File: config.mk
export PLATFORM = sky130hd
export DESIGN_NAME = i2c_master_byte_engine_core
export DESIGN_NICKNAME = d
export VERILOG_FILES = /design/src/hw/rtl/i2cm_pkg.sv /design/src/hw/rtl/i2cm_step.sv /design/src/hw/rtl/i2c_master_byte_engine_core.sv
export SDC_FILE = /design/constraint.sdc
export NUM_CORES = 1
export LEC_CHECK = 0
export ABC_AREA = 1
export BUFFER_PORTS_ARGS = -buffer_cell sky130_fd_sc_hd__buf_4
export CORE_UTILIZATION = 50
export CTS_CLUSTER_DIAMETER = 100
export DETAILED_ROUTE_END_ITERATION = 6
export GPL_TIMING_DRIVEN = 0
export HOLD_SLACK_MARGIN = 0.05
export PLACE_DENSITY = 0.71
export SYNTH_ARGS = -nofsm -noshare
export SYNTH_HDL_FRONTEND = slang
export SYNTH_SLANG_ARGS = --single-unit
File: constraint.sdc
create_clock -name clock -period 12.4 [get_ports clock]
set_input_delay 1.86 -clock clock [delete_from_list [all_inputs] [get_ports clock]]
set_output_delay 1.86 -clock clock [all_outputs]
set_load 0.02 [all_outputs]
File: src/hw/rtl/i2cm_pkg.sv
// ----------------------------------------------------------------------------
// i2cm_pkg
// Shared types and constants of the I2C master byte engine: command codes,
// register indexes, reset values and the engine state record.
// ----------------------------------------------------------------------------
`default_nettype none

package i2cm_pkg;

   typedef enum logic [2:0] {
      CMD_IDLE      = 3'd0,
      CMD_START     = 3'd1,
      CMD_STOP      = 3'd2,
      CMD_WRITE     = 3'd3,
      CMD_READ_ACK  = 3'd4,
      CMD_READ_NACK = 3'd5
   } cmd_type;

   localparam logic [1:0] REG_PHASE_TICKS    = 2'd0;
   localparam logic [1:0] REG_ACK_WAIT_LIMIT = 2'd1;

   localparam logic [15:0] PHASE_TICKS_RESET    = 16'd5;
   localparam logic [7:0]  ACK_WAIT_LIMIT_RESET = 8'd200;

   localparam logic [3:0] BITS_PER_BYTE = 4'd8;

   typedef struct packed {
      logic [15:0] phase_ticks;
      logic [7:0]  ack_wait_limit;
   } cfg_type;

   typedef struct packed {
      cmd_type     cmd;
      logic [3:0]  step;
      logic [3:0]  bit_idx;
      logic [7:0]  shift;
      logic [15:0] tick_cnt;
      logic [7:0]  poll_cnt;
      logic        scl;
      logic        sda;
      logic        err;
      logic [7:0]  rx;
   } state_type;

   localparam state_type STATE_RESET = '{
      cmd:      CMD_IDLE,
      step:     4'd0,
      bit_idx:  4'd0,
      shift:    8'd0,
      tick_cnt: 16'd0,
      poll_cnt: 8'd0,
      scl:      1'b1,
      sda:      1'b1,
      err:      1'b0,
      rx:       8'd0
   };

endpackage

`default_nettype wire

File: src/hw/rtl/i2cm_step.sv
// ----------------------------------------------------------------------------
// i2cm_step
// Next-state logic of the bus engine for one timing tick: command take-over,
// phase timing, bit shifting, acknowledge polling and line levels.
// ----------------------------------------------------------------------------
`default_nettype none

module i2cm_step (
   input  var i2cm_pkg::state_type st,
   input  var i2cm_pkg::cfg_type   cfg,
   input  wire logic [2:0]         operation,
   input  wire logic [7:0]         tx_byte,
   input  wire logic               sda_in,
   output i2cm_pkg::state_type     nx,
   output logic                    done
);
   import i2cm_pkg::*;

   // generic phase steps
   localparam logic [3:0] P_FIRST  = 4'd0;
   localparam logic [3:0] P_SECOND = 4'd1;
   localparam logic [3:0] P_THIRD  = 4'd2;
   // write phases
   localparam logic [3:0] W_BIT_LOW  = 4'd0;
   localparam logic [3:0] W_BIT_HIGH = 4'd1;
   localparam logic [3:0] W_BIT_END  = 4'd2;
   localparam logic [3:0] W_ACK_REL  = 4'd3;
   localparam logic [3:0] W_ACK_HIGH = 4'd4;
   localparam logic [3:0] W_ACK_POLL = 4'd5;
   localparam logic [3:0] W_STOP_LOW = 4'd6;
   localparam logic [3:0] W_STOP_SCL = 4'd7;
   localparam logic [3:0] W_STOP_SDA = 4'd8;
   // read phases
   localparam logic [3:0] R_BIT_LOW  = 4'd0;
   localparam logic [3:0] R_BIT_HIGH = 4'd1;
   localparam logic [3:0] R_ACK_LOW  = 4'd2;
   localparam logic [3:0] R_ACK_HIGH = 4'd3;

   function automatic state_type enter_phase(input state_type s_in, input logic [3:0] s);
      state_type r;
      r = s_in;
      r.step = s;
      r.tick_cnt = '0;
      case (s_in.cmd)
         CMD_START: begin
            if (s == P_FIRST) begin
               r.scl = 1'b1;
               r.sda = 1'b1;
            end else begin
               r.sda = 1'b0;
            end
         end
         CMD_STOP: begin
            if (s == P_FIRST) begin
               r.scl = 1'b0;
               r.sda = 1'b0;
            end else if (s == P_SECOND) begin
               r.scl = 1'b1;
            end else begin
               r.sda = 1'b1;
            end
         end
         CMD_WRITE: begin
            case (s)
               W_BIT_LOW: begin
                  r.scl = 1'b0;
                  r.sda = s_in.shift[7];
               end
               W_BIT_HIGH: r.scl = 1'b1;
               W_BIT_END:  r.scl = 1'b0;
               W_ACK_REL: begin
                  r.scl = 1'b0;
                  r.sda = 1'b1;
               end
               W_ACK_HIGH: r.scl = 1'b1;
               W_STOP_LOW: begin
                  r.scl = 1'b0;
                  r.sda = 1'b0;
               end
               W_STOP_SCL: r.scl = 1'b1;
               W_STOP_SDA: r.sda = 1'b1;
               default: ;
            endcase
         end
         default: begin
            case (s)
               R_BIT_LOW: begin
                  r.scl = 1'b0;
                  r.sda = 1'b1;
               end
               R_BIT_HIGH: r.scl = 1'b1;
               R_ACK_LOW: begin
                  r.scl = 1'b0;
                  r.sda = (s_in.cmd == CMD_READ_ACK) ? 1'b0 : 1'b1;
               end
               R_ACK_HIGH: r.scl = 1'b1;
               default: ;
            endcase
         end
      endcase
      return r;
   endfunction

   logic [15:0] limit;
   logic [15:0] tick_inc;
   logic        over;

   always_comb begin
      nx = st;
      done = 1'b0;
      limit = (cfg.phase_ticks == 16'd0) ? 16'd1 : cfg.phase_ticks;
      tick_inc = 16'd0;
      over = 1'b0;

      // take a command on an idle tick
      if (st.cmd == CMD_IDLE && operation >= 3'(CMD_START) &&
          operation <= 3'(CMD_READ_NACK)) begin
         nx.cmd = cmd_type'(operation);
         nx.bit_idx = '0;
         nx.poll_cnt = '0;
         if (cmd_type'(operation) == CMD_WRITE) begin
            nx.shift = tx_byte;
            nx.err = 1'b0;
         end else begin
            nx.shift = '0;
         end
         nx = enter_phase(nx, P_FIRST);
      end

      // phase timer, not used while polling for the acknowledge
      if (!(nx.cmd == CMD_WRITE && nx.step == W_ACK_POLL)) begin
         tick_inc = nx.tick_cnt + 16'd1;
         over = (tick_inc >= limit);
      end

      case (nx.cmd)
         CMD_START: begin
            nx.tick_cnt = tick_inc;
            if (over) begin
               if (nx.step == P_FIRST) begin
                  nx = enter_phase(nx, P_SECOND);
               end else begin
                  nx.scl = 1'b0;
                  nx.cmd = CMD_IDLE;
                  nx.step = '0;
                  nx.tick_cnt = '0;
                  done = 1'b1;
               end
            end
         end
         CMD_STOP: begin
            nx.tick_cnt = tick_inc;
            if (over) begin
               if (nx.step < P_THIRD) begin
                  nx = enter_phase(nx, nx.step + 4'd1);
               end else begin
                  nx.cmd = CMD_IDLE;
                  nx.step = '0;
                  nx.tick_cnt = '0;
                  done = 1'b1;
               end
            end
         end
         CMD_WRITE: begin
            if (nx.step == W_ACK_POLL) begin
               if (!sda_in) begin
                  nx.scl = 1'b0;
                  nx.cmd = CMD_IDLE;
                  nx.step = '0;
                  nx.tick_cnt = '0;
                  done = 1'b1;
               end else if (nx.poll_cnt >= cfg.ack_wait_limit) begin
                  nx.err = 1'b1;
                  nx = enter_phase(nx, W_STOP_LOW);
               end else begin
                  nx.poll_cnt = nx.poll_cnt + 8'd1;
               end
            end else begin
               nx.tick_cnt = tick_inc;
               if (over) begin
                  case (nx.step)
                     W_BIT_LOW:  nx = enter_phase(nx, W_BIT_HIGH);
                     W_BIT_HIGH: nx = enter_phase(nx, W_BIT_END);
                     W_BIT_END: begin
                        nx.shift = {nx.shift[6:0], 1'b0};
                        nx.bit_idx = nx.bit_idx + 4'd1;
                        nx = enter_phase(nx,
                           (nx.bit_idx < BITS_PER_BYTE) ? W_BIT_LOW : W_ACK_REL);
                     end
                     W_ACK_REL:  nx = enter_phase(nx, W_ACK_HIGH);
                     W_ACK_HIGH: begin
                        nx.poll_cnt = '0;
                        nx = enter_phase(nx, W_ACK_POLL);
                     end
                     W_STOP_LOW: nx = enter_phase(nx, W_STOP_SCL);
                     W_STOP_SCL: nx = enter_phase(nx, W_STOP_SDA);
                     default: begin
                        nx.cmd = CMD_IDLE;
                        nx.step = '0;
                        nx.tick_cnt = '0;
                        done = 1'b1;
                     end
                  endcase
               end
            end
         end
         CMD_READ_ACK, CMD_READ_NACK: begin
            nx.tick_cnt = tick_inc;
            if (over) begin
               case (nx.step)
                  R_BIT_LOW: nx = enter_phase(nx, R_BIT_HIGH);
                  R_BIT_HIGH: begin
                     nx.shift = {nx.shift[6:0], sda_in};
                     nx.bit_idx = nx.bit_idx + 4'd1;
                     nx = enter_phase(nx,
                        (nx.bit_idx < BITS_PER_BYTE) ? R_BIT_LOW : R_ACK_LOW);
                  end
                  R_ACK_LOW: nx = enter_phase(nx, R_ACK_HIGH);
                  default: begin
                     nx.scl = 1'b0;
                     nx.rx = nx.shift;
                     nx.cmd = CMD_IDLE;
                     nx.step = '0;
                     nx.tick_cnt = '0;
                     done = 1'b1;
                  end
               endcase
            end
         end
         default: nx.cmd = CMD_IDLE;
      endcase
   end

endmodule

`default_nettype wire

File: src/hw/rtl/i2c_master_byte_engine_core.sv
// ----------------------------------------------------------------------------
// i2c_master_byte_engine_core
// I2C master byte engine: start, stop, byte write with acknowledge wait and
// byte read with ACK or NACK, advanced one timing tick per request transfer.
// ----------------------------------------------------------------------------
// Each request transfer is one timing tick and yields exactly one response
// transfer holding the line levels and status after that tick. The engine
// state and the response are updated in the same cycle, so one tick is taken
// every clock cycle; the only thing that holds requests back is a response
// register that is full and not being taken. Commands arriving while busy
// are ignored. Registers: index 0 phase_ticks, index 1 ack_wait_limit; they
// are to be written only while the engine is idle; the core does not check.
`default_nettype none

module i2c_master_byte_engine_core (
   input  wire logic        clock,
   input  wire logic        reset,
   // request: tdata = tx_byte[7:0], sda_in[8], zero pad
   input  wire logic        req_tvalid,
   output logic             req_tready,
   input  wire logic [15:0] req_tdata,
   // request: tuser = operation[2:0]
   input  wire logic [2:0]  req_tuser,
   // response: tdata = scl_level[0], sda_drive[1], busy_res[2], done_res[3],
   //           rx_byte[11:4], ack_error[12], zero pad
   output logic             rsp_tvalid,
   input  wire logic        rsp_tready,
   output logic [15:0]      rsp_tdata,
   // register writes
   input  wire logic        csr_valid,
   output logic             csr_ready,
   input  wire logic [1:0]  csr_index,
   input  wire logic [15:0] csr_data
);
   import i2cm_pkg::*;

   state_type   st_ff;
   state_type   st_in;
   cfg_type     cfg_ff;
   logic        done_in;
   logic        rsp_valid_ff;
   logic [15:0] rsp_data_ff;
   logic [15:0] rsp_data_in;
   logic        req_xfer;

   assign req_tready = !rsp_valid_ff || rsp_tready;
   assign req_xfer   = req_tvalid && req_tready;
   assign csr_ready  = 1'b1;
   assign rsp_tvalid = rsp_valid_ff;
   assign rsp_tdata  = rsp_data_ff;

   i2cm_step u_step (
      .st        (st_ff),
      .cfg       (cfg_ff),
      .operation (req_tuser),
      .tx_byte   (req_tdata[7:0]),
      .sda_in    (req_tdata[8]),
      .nx        (st_in),
      .done      (done_in)
   );

   assign rsp_data_in = {3'b000, st_in.err, st_in.rx, done_in,
                         (st_in.cmd != CMD_IDLE), st_in.sda, st_in.scl};

   always_ff @(posedge clock) begin
      if (reset) begin
         st_ff <= STATE_RESET;
         cfg_ff.phase_ticks <= PHASE_TICKS_RESET;
         cfg_ff.ack_wait_limit <= ACK_WAIT_LIMIT_RESET;
         rsp_valid_ff <= 1'b0;
      end else begin
         if (csr_valid && csr_ready) begin
            if (csr_index == REG_PHASE_TICKS) begin
               cfg_ff.phase_ticks <= csr_data;
            end else if (csr_index == REG_ACK_WAIT_LIMIT) begin
               cfg_ff.ack_wait_limit <= csr_data[7:0];
            end
         end
         if (req_xfer) begin
            st_ff <= st_in;
            rsp_valid_ff <= 1'b1;
         end else if (rsp_tready) begin
            rsp_valid_ff <= 1'b0;
         end
      end
   end

   always_ff @(posedge clock) begin
      if (req_xfer) begin
         rsp_data_ff <= rsp_data_in;
      end
   end

   // a completing tick never reports busy
   a_done_not_busy: assert property (@(posedge clock) disable iff (reset)
      rsp_valid_ff && rsp_data_ff[3] |-> !rsp_data_ff[2])
      else $error("done reported together with busy");

   // idle engine holds a cleared phase timer
   a_idle_clean: assert property (@(posedge clock) disable iff (reset)
      st_ff.cmd == CMD_IDLE |-> st_ff.tick_cnt == 16'd0 && st_ff.step == 4'd0)
      else $error("idle engine with running phase timer");

   a_bit_range: assert property (@(posedge clock) disable iff (reset)
      st_ff.bit_idx <= BITS_PER_BYTE)
      else $error("bit index beyond a byte");

   // a held response blocks new request transfers
   a_no_overrun: assert property (@(posedge clock) disable iff (reset)
      rsp_valid_ff && !rsp_tready |-> !req_tready)
      else $error("request taken while response is stalled");

   a_err_in_write: assert property (@(posedge clock) disable iff (reset)
      $rose(st_ff.err) |-> st_ff.cmd == CMD_WRITE)
      else $error("acknowledge error raised outside a write");

endmodule

`default_nettype wire

# --- Yosys cells after proc, flatten, opt, wreduce, memory -nomap -nowiden ---
# Index checks and enable logic that the tools add are counted.
word_totals:
  elab_cells: 138
  input_bits: 42
  output_inout_bits: 19
  reg_bits: 92
op_classes:
  n_eq_ne: 27
  n_addsub: 4
  bitwise: 1
  reduce_logical: 27
  magnitude_cmp: 6
  mux: 59
op_table:
  columns: ["operator", "n"]
  rows:
  - ["2-to-1 mux 54 bit", 6]
  - ["one-hot mux 51 bit (4 select lines)", 1]
  - ["one-hot mux 19 bit (5 select lines)", 1]
  - ["one-hot mux 7 bit (7 select lines)", 1]
  - ["2-to-1 mux 16 bit", 3]
  - ["2-to-1 mux 12 bit", 3]
  - ["2-to-1 mux 32 bit", 1]
  - ["2-to-1 mux 8 bit", 4]
  - ["equality test 4 x 3 -> 1 bit, second input constant", 7]
  - ["equality test 4 x 2 -> 1 bit, second input constant", 6]
  - ["2-to-1 mux 11 bit", 2]
  - ["2-to-1 mux 7 bit", 3]
  - ["one-hot mux 7 bit (3 select lines)", 1]
  - ["2-to-1 mux 10 bit", 2]
  - ["2-to-1 mux 1 bit", 19]
  - ["adder 16 x 1 -> 16 bit, second input constant", 1]
  - ["equality test 4 x 1 -> 1 bit, second input constant", 4]
  - [">= comparator 16 bit", 1]
  - ["zero test 16 bit", 1]
  - ["zero test 4 bit", 4]
  - ["equality test 3 x 2 -> 1 bit, second input constant", 4]
  - ["one-hot mux 3 bit (4 select lines)", 1]
  - ["OR reduction 2 bit", 5]
  - ["OR reduction 3 bit", 3]
  - ["28 further kinds", 40]

# --- Depth between registers and ports, before layout ---
logic_depth:
  word_depth: 15
  mapped_depth: 31
  ltp_nobuf: 29

# --- Cells and area by module ---
# From an unflattened synthesis, not the netlist that was laid out.
unflattened:
  hier_cells: 1157
  hier_area_um2: 7253.2
modules_own_cells:
  columns: ["module", "n_inst", "area_per_inst_um2", "cells_per_inst"]
  rows:
  - ["i2c_master_byte_engine_core", 1, 3920.0, 524]
  - ["i2cm_step", 1, 3333.2, 633]

# --- Worst setup path after synthesis ---
# Ideal clock, no wire load.
synth_timing:
  path_kind: "input to register"
  start: "input req_tuser[2]"
  end: "register rsp_data_ff[2], in the netlist rsp_tdata[2], data pin"
  setup_time_ns: 0.266
  required_ns: 12.134
  slack_ns: 6.946
  arrival_time_ns: 5.188
  cell_stages: 25
  path_cell_list: "inv_2 -> nand2_1 -> nor2_1 -> nor2_4 -> buf_6 -> buf_2 -> nor2_1 -> ha_1 -> nand3_1 -> nor2_2 -> nand3_2 -> nor2_1 -> nand2_1 -> xor2_1 -> ha_1 -> nand2_1 -> nor4_1 -> nand2_1 -> nand3_2 -> inv_1 -> o21ai_0 -> nand2_1 -> nand2_1 -> nand3_1 -> nand3b_1"
synth_between:
  elab_chain_len: 11
  elab_cells_between_ends: 36
  classes_between: "1 x add/sub; 4 x order compare; 12 x eq/ne; 13 x mux; 6 x reduce/logical"
synth_rtl:
  columns: ["item", "line_no", "text"]
  rows:
  - ["from (decl)", "i2c_master_byte_engine_core.sv:23", "input wire logic [2:0] req_tuser,"]
  - [">= comparator 3 x 1 -> 1 bit", "i2cm_step.sv:116", "if (st.cmd == CMD_IDLE && operation >= 3'(CMD_START) &&"]
  - ["logical AND 1 bit (2 in a row)", "i2cm_step.sv:116", null]
  - ["2-to-1 mux 54 bit *", "i2cm_step.sv:116", null]
  - ["adder 16 x 1 -> 16 bit (tied with other cells)", "i2cm_step.sv:132", "tick_inc = nx.tick_cnt + 16'd1;"]
  - [">= comparator 16 bit or logical AND 1 bit (tied branches)", "i2cm_step.sv:133, i2cm_step.sv:131", null]
  - ["2-to-1 mux 1 bit", "i2cm_step.sv:131", "if (!(nx.cmd == CMD_WRITE && nx.step == W_ACK_POLL)) begin"]
  - ["2-to-1 mux 54 bit", "i2cm_step.sv:180", "if (over) begin"]
  - ["2-to-1 mux 54 bit", "i2cm_step.sv:165", "if (nx.step == W_ACK_POLL) begin"]
  - ["one-hot mux 3 bit (4 select lines) *", "i2cm_step.sv:136", "case (nx.cmd)"]
  - ["nonzero test 3 bit *", "i2c_master_byte_engine_core.sv:63", "(st_in.cmd != CMD_IDLE), st_in.sda, st_in.scl};"]
  - ["via rsp_data_in[2]", "i2c_master_byte_engine_core.sv:43", "logic [15:0] rsp_data_in;"]
  - ["to (signal assigned)", "i2c_master_byte_engine_core.sv:90", "rsp_data_ff <= rsp_data_in;"]
  - ["to (decl)", "i2c_master_byte_engine_core.sv:42", "logic [15:0] rsp_data_ff;"]
# Mark *: on every way through the listed nets, which the timed path passes. The rest lies on a longest branch.
# A chain may end at the register's enable or synchronous reset.

# --- Final worst setup path ---
layout_timing:
  start: "input req_tuser[2]"
  end: "register st_ff[36] in the netlist's numbering"
layout_between:
  elab_chain_len: 10
  elab_cells_between_ends: 30
  classes_between: "1 x add/sub; 3 x order compare; 9 x eq/ne; 13 x mux; 4 x reduce/logical"
layout_rtl:
  columns: ["item", "line_no", "text"]
  rows:
  - [">= comparator 3 x 1 -> 1 bit", "i2cm_step.sv:116", null]
  - ["logical AND 1 bit (2 in a row)", "i2cm_step.sv:116", null]
  - ["2-to-1 mux 54 bit *", "i2cm_step.sv:116", null]
  - ["adder 16 x 1 -> 16 bit (tied with other cells)", "i2cm_step.sv:132", null]
  - [">= comparator 16 bit or logical AND 1 bit (tied branches)", "i2cm_step.sv:133, i2cm_step.sv:131", null]
  - ["2-to-1 mux 1 bit", "i2cm_step.sv:131", null]
  - ["2-to-1 mux 54 bit", "i2cm_step.sv:180", null]
  - ["2-to-1 mux 54 bit", "i2cm_step.sv:165", null]
  - ["one-hot mux 51 bit (4 select lines) *", "i2cm_step.sv:136", null]
  - ["to (signal assigned)", "i2c_master_byte_engine_core.sv:80", "st_ff <= st_in;"]
  - ["to (decl)", "i2c_master_byte_engine_core.sv:37", "state_type st_ff;"]
# Mark *: on every way between the ends. The rest lies on a longest branch, timed or not.

==> run metrics <==
net count reported at finish=1201; arrival time at the worst endpoint=6.58 ns; slew margin rel.=0.0753; cell count after synthesis=1066; Clk Latency, worst-skew pair=0.35 ns; FF-to-FF Start=st_ff[53]; global-route wire length before repair=33700 um; VDD IR max=0.000100 V; Initial DRC Count=706; First-pass DRT Iterations=6; CTS Buf Count=9; Clock power frac=0.296; Worst setup EP type=flip-flop; Sw Pwr=0.366 mW; status=complete, no violations; count leader, synth=nand2_1; Rows=42; Crit. Startpoint=req_tuser[2]; Comb pwr share=0.348; Post-CTS Hold Buffers=0; most used flip-flop cell after synthesis=dfxtp_1; Max Cap Violations=0; Max Freq=159 MHz; ys async rst share=0; CP startpoint kind=input port; vias in the first global route=6554; Ports=61; Post-Syn Area per Cell=6.44 um^2; Tmin final=6.28 ns; Core ar.=13300 um^2; fin. max-slew vios=0; post-CTS sizing=0; final WL=21100 um; Initial Utilization=0.515; largest net degree at the start of global routing=23; top-area cell type share of the netlist area=0.230; Critical Path RT=12.70 ns; gr ovfl total=0; share of layout cells above drive strength 1=0.116; post-CTS setup buffer count=0; H-tree Lvls=3; Clk Tree Root Cell=clkbuf_16; CTS tree=yes; RSZ-0062 raised after global routing=false; area growth from synthesis to layout=12.9%; Synth warnings=0; crit-path max FO=10; antenna violations before repair=1; antenna-violating nets left=0; final setup margin=6.12 ns; startpoint of the worst hold path=cfg_ff[1]; gr usage total=0.305; internal cell power=0.591 mW; # DRC=0; WL/cell=16.1 um; total clock sinks=92; Die X=119 um; #FFs+latches synth=92; Unique masters post-synth=48; setup violators final=0; Crit Path Class=input port to flip-flop; dpl ws=5.86 ns; Clock Path Buffers=2; period utilization=0.506; Mapped Area=6870 um^2; DP Wirelength=15800 um; Post-synth EDFFs=13; post-synthesis sequential area ratio=0.287; GPL Wtd Cong=0.954; clock slew at reported path FFs=0.07 ns; die area=14200 um^2; min-delay worst type=flip-flop to flip-flop; sequential share of power=0.356; die height=119 um; final count of hold timing violations=0; via count=7302; Slew @ Worst Pin=1.39 ns; Post-synth top cells=nand2_1 (241), inv_1 (159), o21ai_0 (96), a21oi_1 (90), dfxtp_1 (79); Final TNS setup=0 ns; Cell Pwr Density=123 nW/um^2; post-synth top area cell=dfxtp_1; Switching Share=0.382; final setup skew=0.00656 ns; LEAKAGE=3.72 nW; Vias/cell=5.58; number of port buffers=48; top cells by area, synth=dfxtp_1 (23%), nand2_1 (13%), inv_1 (8.7%), o21ai_0 (7.0%), a21oi_1 (6.6%)
## state kept, by name, summed over array words and instances (netlist names)
signal,count
rsp_tvalid,1
cfg_ff,24
rsp_tdata,13
st_ff,54
## critical path, stage by stage
cell and delay [ns]:
buf_4 0.12, inv_2 0.09, nand2_1 0.06, nor2_1 0.16, nor2_4 0.07, buf_6 0.16
buf_2 0.22, nor2_1 0.46, ha_1 0.29, nand3_1 0.10, nor2_2 0.15, nand3_2 0.12
nor2_1 0.19, nand2_1 0.09, xor2_1 0.17, ha_1 0.28, nand2_1 0.07, nor4_1 0.40
nand2_1 0.12, nand3_2 0.24, nand2_1 0.14, inv_1 0.22, nand2_1 0.28, a21oi_1 0.20
o21ai_0 0.10, nand3b_1 0.10, nand2_1 0.05, inv_1 0.04
## cell usage in the layout (no fill, tap or decap), types with 6 or more instances in the layout
master	instances
clkbuf_1	27
a21oi_1	90
inv_2	9
a31oi_1	6
nand3b_1	7
xor2_1	7
o211ai_1	13
nor2_4	7
nand4_1	23
buf_4	56
ha_1	32
o21ai_1	13
inv_1	159
a22oi_1	7
nor3_1	10
edfxtp_1	13
dfxtp_1	79
nand2_1	241
nor2_2	7
o21ai_2	10
buf_2	7
clkbuf_16	9
nand3_1	68
nor4_1	6
o21ai_0	96
nor2_1	78
## per-layer routing
metal  up-vias  routed length, um  track usage
met5         -                  0            0
met1      3303               8880        0.381
met4         0                632        0.123
li1       3627                  -            -
met3        47               1810       0.0714
met2       325               9800        0.505
## final cells by class
| class | count | area, um^2 |
|---|---|---|
| antenna | 1 | 2.50 |
| buffer | 45 | 245 |
| timing repair buffer | 48 | 360 |
| clock inverter | 3 | 46.3 |
| inverter | 169 | 634 |
| clock buffer | 13 | 250 |
| fill | 1346 | 5590 |
| multi-input combinational | 762 | 4030 |
| sequential | 92 | 1970 |
| tap | 176 | 220 |
## metrics by stage
| step | utilization | instance area [um^2] | hold slack [ns] | total power [mW] | std cells |
|---|---|---|---|---|---|
| finish | 0.581 | 7760 | 0.466 | 0.957 | 1309 |
| global route | 0.581 | 7750 | 0.479 | 1.01 | 1308 |
| CTS | 0.581 | 7750 | 0.467 | 0.953 | 1308 |
| detailed placement | 0.559 | 7460 | 0.454 | 0.672 | 1292 |
| global placement | 0.559 | 7460 | 0.453 | 0.671 | 1292 |
| floorplan | - | 6880 | 0.435 | 0.570 | 1068 |
## cells by family (layout without fill, tap and decap cells)
logic type,after synthesis,count (layout),synth area share
and+or+nand+nor,463,463,0.306
xor gates and xnor gates,11,11,0.0151
DFF,92,92,0.287
AOI/OAI and AO/OA,252,252,0.204
adders and majority gates,32,32,0.0583
other,2,5,0.00109
buffers and inverters,214,278,0.128
## power groups by stage
stage	registers [mW]	logic [mW]	clock network, mW
after floorplan	0.352	0.218	0
after global placement	0.347	0.325	0
after detailed placement	0.347	0.325	0
after CTS	0.341	0.327	0.286
after global routing	0.343	0.366	0.297
final	0.341	0.333	0.283
## path summary, 6_finish.rpt
kind,end,cells after the start,slack (ns)
setup reg to reg,st_ff[36],26,7.43
hold / removal,cfg_ff[1],2,0.47
hold reg to reg,cfg_ff[1],2,0.47
setup / recovery,st_ff[36],28,6.12
No activity file was read; power rests on OpenSTA's default activity.
